### src/design/assert_macros.svh
// assertion macros for the top-level rtl file
`ifndef ASSERT_MACROS_SVH
`define ASSERT_MACROS_SVH

// same-cycle implication, checked out of reset
`define KST_ASSERT_SAME(label, clk, rst_n, ante, cons) \
  label: assert property (@(posedge clk) disable iff (!rst_n) (ante) |-> (cons)) \
    else $error("assertion failed");

// next-cycle implication, checked out of reset
`define KST_ASSERT_NEXT(label, clk, rst_n, ante, cons) \
  label: assert property (@(posedge clk) disable iff (!rst_n) (ante) |=> (cons)) \
    else $error("assertion failed");

`endif

### src/design/kst_pkg.sv
// types and constants of the keyed slot table
`default_nettype none

package kst_pkg;

  // result status codes
  localparam logic [1:0] STATUS_SAME_KEY = 2'd0;
  localparam logic [1:0] STATUS_CLAIMED  = 2'd1;
  localparam logic [1:0] STATUS_OVERFLOW = 2'd2;

  localparam int unsigned IN_DATA_W  = 152;
  localparam int unsigned OUT_DATA_W = 8;

  // slot bookkeeping entry held in the lookup ram
  typedef struct packed {
    logic [15:0] key;
    logic [2:0]  model;
    logic [31:0] end_time;
  } kst_meta_t;

  typedef enum logic [1:0] {
    ST_IDLE,
    ST_SCAN,
    ST_COMMIT,
    ST_RESULT
  } kst_state_t;

endpackage

`default_nettype wire

### src/design/kst_ram.sv
// generic single write, single read ram with registered read data
`default_nettype none

module kst_ram #(
  parameter int unsigned WIDTH = 8,
  parameter int unsigned DEPTH = 32
) (
  input  wire logic                                   clk,
  input  wire logic                                   wr_en,
  input  wire logic [(DEPTH > 1 ? $clog2(DEPTH) : 1)-1:0] wr_addr,
  input  wire logic [WIDTH-1:0]                       wr_data,
  input  wire logic                                   rd_en,
  input  wire logic [(DEPTH > 1 ? $clog2(DEPTH) : 1)-1:0] rd_addr,
  output logic      [WIDTH-1:0]                       rd_data
);

  logic [WIDTH-1:0] mem_r [DEPTH];

  always_ff @(posedge clk) begin
    if (wr_en) begin
      mem_r[wr_addr] <= wr_data;
    end
    if (rd_en) begin
      rd_data <= mem_r[rd_addr];
    end
  end

endmodule

`default_nettype wire

### src/design/keyed_slot_table_with_expiry.sv
// keyed slot table with expiry: top level, scan sequencer and result register
//
// usage
// - in_* carries one request per transfer; the block takes one request at a
//   time and drops in_tready while it scans, commits and waits to load the result
// - cfg_* writes lifetime_ms, the time added to now_ms to form a slot end time;
//   cfg_ready is always high, write only while the block is idle
// - out_* returns one result per request: slot index and status
// - one shared compare unit walks the lookup ram one slot per cycle, pipelined
//   against the registered read; it looks for the first same-key slot and
//   notes the first free or expired slot in the same pass, stopping early on
//   a key hit
// - a key hit at slot k ends the walk there; a claim or overflow walks all
//   NUM_SLOTS slots; a hit or claim then writes the slot in the commit state,
//   overflow goes straight to the result; requests do not overlap
// - in_tready rises again once the result loads, while that result may still
//   sit in the output register
// - a stalled receiver holds the result in the output register; a later
//   request scans and commits but waits for that register before finishing
// - reset: lifetime_ms returns to 200 and all slot valid bits clear, so every
//   slot reads as key 0, no model, end time 0; no clearing pass is needed
`default_nettype none
`include "assert_macros.svh"

module keyed_slot_table_with_expiry #(
  parameter int unsigned NUM_SLOTS = 32
) (
  input  wire logic                          clk,
  input  wire logic                          rst_n,
  // request: entity_key[15:0] model_id[18:16] start_x[34:19] start_y[50:35]
  // start_z[66:51] end_x[82:67] end_y[98:83] end_z[114:99] now_ms[146:115]
  input  wire logic                          in_tvalid,
  output logic                               in_tready,
  input  wire logic [kst_pkg::IN_DATA_W-1:0] in_tdata,
  // result: slot_index[4:0] status[6:5]
  output logic                               out_tvalid,
  input  wire logic                          out_tready,
  output logic [kst_pkg::OUT_DATA_W-1:0]     out_tdata,
  // lifetime_ms write
  input  wire logic                          cfg_valid,
  output logic                               cfg_ready,
  input  wire logic [15:0]                   cfg_data
);

  import kst_pkg::*;

  localparam int unsigned IDX_W = (NUM_SLOTS > 1) ? $clog2(NUM_SLOTS) : 1;
  localparam int unsigned CNT_W = $clog2(NUM_SLOTS + 1);
  localparam int unsigned COORD_W = 96;

  kst_state_t state_r, state_nxt;

  // latched request
  logic [15:0]        key_r;
  logic [2:0]         model_r;
  logic [47:0]        start_r;
  logic [47:0]        end_r;
  logic [31:0]        now_r;

  logic [15:0]        lifetime_r;

  // scan pipeline
  logic [CNT_W-1:0]   issue_cnt_r;
  logic               pend_r;
  logic [IDX_W-1:0]   cmp_idx_r;
  logic               rd_valid_r;
  logic               free_found_r;
  logic [IDX_W-1:0]   free_idx_r;
  logic [IDX_W-1:0]   found_idx_r;
  logic [1:0]         status_r;

  logic [NUM_SLOTS-1:0] valid_r;

  logic               out_valid_r;
  logic [4:0]         out_index_r;
  logic [1:0]         out_status_r;

  // ram ports
  logic               meta_rd_en;
  logic [IDX_W-1:0]   meta_rd_addr;
  kst_meta_t          meta_rd_data;
  logic               ram_wr_en;
  kst_meta_t          meta_wr_data;
  logic [COORD_W-1:0] coord_wr_data;

  logic               in_xfer;
  logic               issue_more;
  logic               scan_done;
  logic               key_hit;
  logic               slot_free;
  logic               out_load;
  kst_meta_t          ent;
  logic [32:0]        end_sum;
  logic [31:0]        found_ext;

  assign in_tready  = (state_r == ST_IDLE);
  assign in_xfer    = in_tvalid && in_tready;
  assign cfg_ready  = 1'b1;
  assign out_tvalid = out_valid_r;
  assign out_tdata  = {1'b0, out_status_r, out_index_r};

  // never-written slots read as all zero
  always_comb begin
    ent = rd_valid_r ? meta_rd_data : '0;
  end

  // shared compare unit, one slot per cycle
  assign issue_more = (issue_cnt_r != CNT_W'(NUM_SLOTS));
  assign key_hit    = pend_r && (ent.key == key_r);
  assign slot_free  = pend_r && ((ent.model == 3'd0) || (ent.end_time < now_r));
  assign scan_done  = !issue_more && !pend_r;
  assign out_load   = (state_r == ST_RESULT) && (!out_valid_r || out_tready);

  // end time, saturating
  assign end_sum   = {1'b0, now_r} + {17'd0, lifetime_r};
  assign found_ext = 32'(found_idx_r);

  // next state
  always_comb begin
    state_nxt = state_r;
    case (state_r)
      ST_IDLE: begin
        if (in_xfer) state_nxt = ST_SCAN;
      end
      ST_SCAN: begin
        if (key_hit) begin
          state_nxt = ST_COMMIT;
        end else if (scan_done) begin
          state_nxt = free_found_r ? ST_COMMIT : ST_RESULT;
        end
      end
      ST_COMMIT: state_nxt = ST_RESULT;
      ST_RESULT: begin
        if (out_load) state_nxt = ST_IDLE;
      end
      default: state_nxt = ST_IDLE;
    endcase
  end

  // ram controls
  always_comb begin
    meta_rd_en    = (state_r == ST_SCAN) && issue_more;
    meta_rd_addr  = issue_cnt_r[IDX_W-1:0];
    ram_wr_en     = (state_r == ST_COMMIT);
    meta_wr_data.key      = key_r;
    meta_wr_data.model    = model_r;
    meta_wr_data.end_time = end_sum[32] ? 32'hFFFF_FFFF : end_sum[31:0];
    coord_wr_data = {end_r, start_r};
  end

  always_ff @(posedge clk) begin
    if (!rst_n) begin
      state_r     <= ST_IDLE;
      lifetime_r  <= 16'd200;
      valid_r     <= '0;
      out_valid_r <= 1'b0;
      pend_r      <= 1'b0;
    end else begin
      state_r <= state_nxt;
      if (cfg_valid && cfg_ready) lifetime_r <= cfg_data;
      if (ram_wr_en) valid_r[found_idx_r] <= 1'b1;
      if (out_load) begin
        out_valid_r <= 1'b1;
      end else if (out_tready) begin
        out_valid_r <= 1'b0;
      end
      if (in_xfer) begin
        pend_r <= 1'b0;
      end else if (state_r == ST_SCAN) begin
        pend_r <= meta_rd_en;
      end
    end
  end

  // payload and scan bookkeeping
  always_ff @(posedge clk) begin
    if (in_xfer) begin
      key_r        <= in_tdata[15:0];
      model_r      <= in_tdata[18:16];
      start_r      <= {in_tdata[66:51], in_tdata[50:35], in_tdata[34:19]};
      end_r        <= {in_tdata[114:99], in_tdata[98:83], in_tdata[82:67]};
      now_r        <= in_tdata[146:115];
      issue_cnt_r  <= '0;
      free_found_r <= 1'b0;
    end
    if (state_r == ST_SCAN) begin
      if (meta_rd_en) begin
        issue_cnt_r <= issue_cnt_r + CNT_W'(1);
        cmp_idx_r   <= meta_rd_addr;
        rd_valid_r  <= valid_r[meta_rd_addr];
      end
      if (slot_free && !free_found_r) begin
        free_found_r <= 1'b1;
        free_idx_r   <= cmp_idx_r;
      end
      if (key_hit) begin
        found_idx_r <= cmp_idx_r;
        status_r    <= STATUS_SAME_KEY;
      end else if (scan_done) begin
        found_idx_r <= free_found_r ? free_idx_r : '0;
        status_r    <= free_found_r ? STATUS_CLAIMED : STATUS_OVERFLOW;
      end
    end
    if (out_load) begin
      out_index_r  <= (status_r == STATUS_OVERFLOW) ? 5'd0 : found_ext[4:0];
      out_status_r <= status_r;
    end
  end

  kst_ram #(
    .WIDTH($bits(kst_meta_t)),
    .DEPTH(NUM_SLOTS)
  ) u_meta_ram (
    .clk     (clk),
    .wr_en   (ram_wr_en),
    .wr_addr (found_idx_r),
    .wr_data (meta_wr_data),
    .rd_en   (meta_rd_en),
    .rd_addr (meta_rd_addr),
    .rd_data (meta_rd_data)
  );

  // coordinates are stored only
  kst_ram #(
    .WIDTH(COORD_W),
    .DEPTH(NUM_SLOTS)
  ) u_coord_ram (
    .clk     (clk),
    .wr_en   (ram_wr_en),
    .wr_addr (found_idx_r),
    .wr_data (coord_wr_data),
    .rd_en   (1'b0),
    .rd_addr (found_idx_r),
    .rd_data ()
  );

  `KST_ASSERT_NEXT(a_accept_starts_scan, clk, rst_n, in_xfer, state_r == ST_SCAN)
  `KST_ASSERT_SAME(a_write_only_commit, clk, rst_n, ram_wr_en, status_r != STATUS_OVERFLOW)
  `KST_ASSERT_SAME(a_overflow_index_zero, clk, rst_n,
                   out_valid_r && (out_status_r == STATUS_OVERFLOW), out_index_r == 5'd0)
  `KST_ASSERT_NEXT(a_commit_sets_valid, clk, rst_n, ram_wr_en, valid_r[$past(found_idx_r)])

endmodule

`default_nettype wire
### config.mk
export PLATFORM = sky130hd
export DESIGN_NAME = keyed_slot_table_with_expiry
export DESIGN_NICKNAME = d
export VERILOG_FILES = /design/src/design/kst_pkg.sv /design/src/design/kst_ram.sv /design/src/design/keyed_slot_table_with_expiry.sv
export VERILOG_INCLUDE_DIRS = /design/src /design/src/design
export SDC_FILE = /design/constraint.sdc
export NUM_CORES = 2
export LEC_CHECK = 0
export BUFFER_PORTS_ARGS = -buffer_cell sky130_fd_sc_hd__clkbuf_2
export CORE_MARGIN = 3
export CORE_UTILIZATION = 40
export CTS_BUF_LIST = sky130_fd_sc_hd__clkbuf_4 sky130_fd_sc_hd__clkbuf_8
export DETAILED_ROUTE_END_ITERATION = 7
export PLACE_DENSITY_LB_ADDON = 0.25
export SLEW_MARGIN = 5
export SYNTH_ARGS = -nofsm -noshare
export SYNTH_HDL_FRONTEND = slang
export SYNTH_SLANG_ARGS = --single-unit
### constraint.sdc
create_clock -name clk -period 5.7 [get_ports clk]
set_input_delay 0.285 -clock clk [delete_from_list [all_inputs] [get_ports clk]]
set_output_delay 0.285 -clock clk [all_outputs]
set_load 0.005 [all_outputs]
# Word-level counts from Yosys, hierarchy flattened
# Memory sizes are Yosys's and may differ from the RTL's. A register that Yosys moved wholly into a read port is not among the register bits.
# Cells that the tools add are included.
# totals
ff_bits	135
latch_bits	0
romBits	0
mem_bits_rw	1632
n_memories	1
wordCells	85
output_inout_bits	11
# memory_table
memory	depth	width	read_ports	rd_ports_with_merged_regs	wr	line_no	text
u_meta_ram.mem_r	32	51	1	1	1	kst_ram.sv:17	logic [WIDTH-1:0] mem_r [DEPTH];
# classes
shifts	0
muxes	27
reduce_logical	23
bitwise_logic	2
div_mod_pow	0
multipliers	0
n_lt_le_gt_ge	4
addsub	2
eq_ne	9
# op_table
operator	n
$mux 51	1
$add 32x16->33	1
$lt 32x32->1	1
$mux 32	1
$or 32x32->32	1
$mux 6	3
$eq 16x16->1	1
$mux 5	3
$lt 5x6->1 const B	2
$mux 2	6
$mux 1	10
$logic_and 1x1->1	8
$pmux 2 s4	1
$add 6x1->6 const B	1
$eq 2x2->1 const B	3
$ne 6x6->1 const B	1
$reduce_and 2->1	3
$bmux 1 s5	1
$demux 1 s5	1
$ge 5x1->1 const B	1
$logic_not 1->1	4
$reduce_bool 2->1	2
$logic_not 3->1	1
$ne 3x3->1 const B	1
8 further kinds	9

# Depth between registers and ports, before layout
# depth
depth_word	7
mapped_depth	12

# Modules after synthesis
# A second synthesis with hierarchy kept.
# hier_totals
cells_unflattened	4338
area_unflattened_um2	72749.8
# modules_own_cells
mod	seq_area_each_um2	area_each_um2	instances	cells_per_inst
kst_ram	50538.5	65053.6	1	3574
keyed_slot_table_with_expiry	3463.3	7696.1	1	764

# Worst setup path before layout
# No wires, ideal clock.
# synth_timing
kind	flip-flop to flip-flop
from	register state_r[0]
to	memory u_meta_ram.mem_r[28][0] in the netlist's numbering (enable)
arrival_ns	3.413
setup_slack_ns	1.826
period_less_slack_ns	3.874
n_path_buf	1
stages_incl_launch_ff	6
cell_sequence	dfxtp_1 inv_1 ha_1 or3b_2 clkbuf_1 nor2_1
# synth_between
elab_chain_len	3
# synth_lines
item	line_no	text
start, declared	keyed_slot_table_with_expiry.sv:51	kst_state_t state_r, state_nxt;
start signal, assigned	keyed_slot_table_with_expiry.sv:159	state_r <= state_nxt;
$eq 2x2->1	keyed_slot_table_with_expiry.sv:144	ram_wr_en = (state_r == ST_COMMIT);
$mux 1 (2 in series)	n/a	
end, declared	kst_ram.sv:17	
# Every way passes these cells.

==> results_dict.tcl <==
set metrics [dict create \
    die_h_um 427 \
    synth_area_um2 70800 \
    clockBufferDepth 4 \
    synthesis.nets 3333 \
    syn_to_final_growth_pct 15.5 \
    p_leak_nw 25.5 \
    grt_setup_unrepaired "no" \
    max-cap-violations 0 \
    grt_pass1_vias 35488 \
    synth_edf_count 1759 \
    place_ws_ns 1.22 \
    status "completed" \
    drcViolationCount 0 \
    path_class "flip-flop to flip-flop" \
    finalNetCount 3795 \
    worst_setup_path_end_kind "flip-flop" \
    grt_max_degree 121 \
    fillers 14561 \
    min_period_over_period_pct 79.2 \
    crit_top_cell "nand2_1" \
    clock_latency_ns 1.02 \
    io_buffers 80 \
    track_usage_pct 19.5 \
    hold_viol 0 \
    fin_cells 6112 \
    ys.warnings.count 0 \
    final_util_pct 46.8 \
    ys_async_sr_fraction_pct 0 \
    initial_utilization_pct 40.5 \
    wl_per_cell_um 28.7 \
    fin_skew_ns 0.0923 \
    cts_root_buf "clkbuf_8" \
    drive_above_1_share_pct 33.1 \
    setup_violations 0 \
    period_needed_ns 4.51 \
    slew_viol_final 0 \
    cp.arrival_ns 4.93 \
    grt_pass1_wl_um 253000 \
    gp_routability_congestion 0.772 \
    h-tree-depth 5 \
    timing.final.ws_setup_ns 1.19 \
    cts.sinks 1818 \
    ys_seq_elements 1818 \
    core_um2 175000 \
    crit_required_ns 6.12 \
    drt_wl_total_um 175000 \
    dp.cells 5443 \
    viasPerCell 5.54 \
    cp_cell_sequence "ha_1 -> inv_1 -> fa_1 -> nor2b_1 -> o31ai_1 -> a211oi_1 -> o31a_2 -> nand2_1 -> buf_4 -> nand2_1" \
    num_rows 153 \
    post_synth.cell_area_avg_um2 22.8 \
    num_vias 33843 \
    hold_path_class "primary input to flip-flop" \
    path_max_fanout 32 \
    max_stage_delay_ns 0.86 \
    drt_iter0_drc 3346 \
    antenna_left 0 \
    fmax_mhz 222 \
    fin_setup_tns_ns 0 \
    die_area_um2 182000 \
    yosys_most_used_dff "edfxtp_1" \
    synthDistinctLibCells 65 \
    clk_pin_slew_worst_paths_ns 0.06 \
    critPathSlowestCell "o31ai_1" \
    irDropWorstVdd_v 0.000235 \
    slew_headroom_pct 16.9 \
    worst-slew-pin-transition_ns 1.25 \
    power_density_nw_per_um2 417 \
    netlist_instances 3106 \
    fp.dieW_um 427 \
    antenna_found_initial 6 \
    start_kind "flip-flop" \
    cts_tree "done" \
    cts_buffers 315 \
    dr.pass1.iters 5 \
    seq_area_frac_synth_pct 76.2 \
    io_pins 184 \
    grt_overflow 0 \
    dp_hpwl_um 88900 \
]
[worst max-delay path, delay by kind of cell (launching register included)]
family,cells,cell delay [ns]
compound gates,3,1.66
fa+ha+maj,2,0.42
flops,1,0.40
buf+inv,2,0.52
simple gates,3,0.92
[final cells by class]
cell class	count	area (um2)	area share, %
inverters	45	173	0.211
repair buffers	293	2780	3.40
clock buffers	431	5270	6.44
clock inverters	101	479	0.586
well taps	2325	2910	3.55
flip-flops and latches	1818	54000	66.0
diodes	4	10.0	0.0122
multi-input cells	1095	16200	19.8
[where the power goes]
group / switching, W / internal (W) / leakage, nW
clock network: 0.00503 / 0.00602 / 3.06
registers: 0.000445 / 0.0160 / 16.3
logic: 0.00346 / 0.00312 / 6.15
total: 0.00893 / 0.0252 / 25.5
[what timing repair did]
item / in CTS / in global routing
resized for setup: 0 / 0
buffers inserted: 0 / 0
setup endpoints to repair: 0 / 0
endpoints found under the hold margin: 77 / 0
hold buffers: 133 / 0
[per-layer routing]
layer / global-route usage (%) / vias up / part of all wire [%] / routed length, um
met1: 26.9 / 18300 / 42 / 73900
met5: 0 / - / 0.0074 / 13
met2: 31.5 / 1140 / 50 / 87000
met3: 3.74 / 288 / 5.7 / 9960
met4: 6.09 / 2 / 2.6 / 4630
li1: - / 14113 / - / -
[synth_stat cells (5+ instances only)]
cell type,count,share of area (%)
nor2b_1,21,0.19
dfxtp_1,59,1.7
o21ai_0,27,0.19
o21a_1,42,0.45
a21o_1,17,0.18
o22ai_1,9,0.079
xor2_1,8,0.099
mux2i_1,19,0.27
nand2b_1,11,0.097
nor2_1,56,0.30
mux4_2,520,17
a21oi_1,19,0.13
nand3b_1,5,0.053
nand3_1,21,0.15
a31oi_1,5,0.044
buf_2,13,0.092
buf_1,9,0.048
ha_1,53,0.94
buf_4,42,0.45
clkbuf_1,79,0.42
inv_1,45,0.24
and2_1,37,0.33
nand2_1,58,0.31
a211oi_1,10,0.11
mux2_2,54,0.86
nand4_1,10,0.088
nor3_1,18,0.13
xnor2_1,15,0.19
edfxtp_1,1759,75
[placed cells by master, fill, tap and decap left out, types with 4 or more instances in the layout]
cell type and count:
edfxtp_1 1759, mux4_2 520, clkbuf_8 325, dlygate4sd3_1 133, clkbuf_4 106, clkbuf_2 80
clkinv_1 72, nand2_1 58, mux2_2 54, dfxtp_1 54, ha_1 53, buf_4 44
inv_1 43, o21a_1 42, and2_1 37, buf_12 36, nor2_4 32, o21ai_0 24
nor2_1 24, clkinv_2 23, nor2b_1 21, nand3_1 21, nor3_1 18, a21oi_1 18
a21o_1 17, mux2i_1 17, xnor2_1 15, nand2b_1 11, a211oi_1 10, nand4_1 10
o22ai_1 9, xor2_1 8, nand3b_1 5, dfxtp_4 5, diode_2 4, and3_1 4
nand4b_1 4, clkinvlp_4 4
[registers in the layout, indices dropped and copies added, names as in the netlist, 5 cells and up]
register            count
u_meta_ram.rd_data     51
free_idx_r              5
key_r                  16
valid_r                32
found_idx_r             5
out_index_r             5
now_r                  32
lifetime_r             16
u_meta_ram.mem_r     1632
issue_cnt_r             6
cmp_idx_r               5
[logic make-up (layout without fill, tap and decap cells)]
group	Yosys count	after routing	share of synthesized area, %
adder cells (fa/ha/maj)	54	54	0.964
other	2	6	0.0106
flip-flops	1818	1818	76.2
AND/OR/NAND/NOR	261	261	1.90
XOR/XNOR	23	23	0.284
buffers and inverters	193	870	1.31
multiplexers	593	593	17.7
AO/OA/AOI/OAI	162	162	1.64
[final timing paths]
path / cells after the start / endpoint / startpoint / slack [ns]
setup reg to reg: 10 / u_meta_ram.mem_r[29][1] / now_r[0] / 1.19
hold / removal: 2 / now_r[18] / in_tdata[133] / 0.09
setup / recovery: 10 / u_meta_ram.mem_r[29][1] / now_r[0] / 1.19
hold reg to reg: 0 / free_idx_r[1] / cmp_idx_r[1] / 0.45
[per-stage QoR]
step / total power, W / hold slack [ns] / area (um2)
after global routing: 0.0356 / 0.0157 / 81800
after floorplan: 0.0215 / 0.384 / 70800
after CTS: 0.0346 / 0.00227 / 81800
after global placement: 0.0233 / 0.436 / 74700
after detailed placement: 0.0234 / 0.434 / 74700
final: 0.0341 / 0.0937 / 81800
Note: power is estimated with default switching activity, not from simulation.
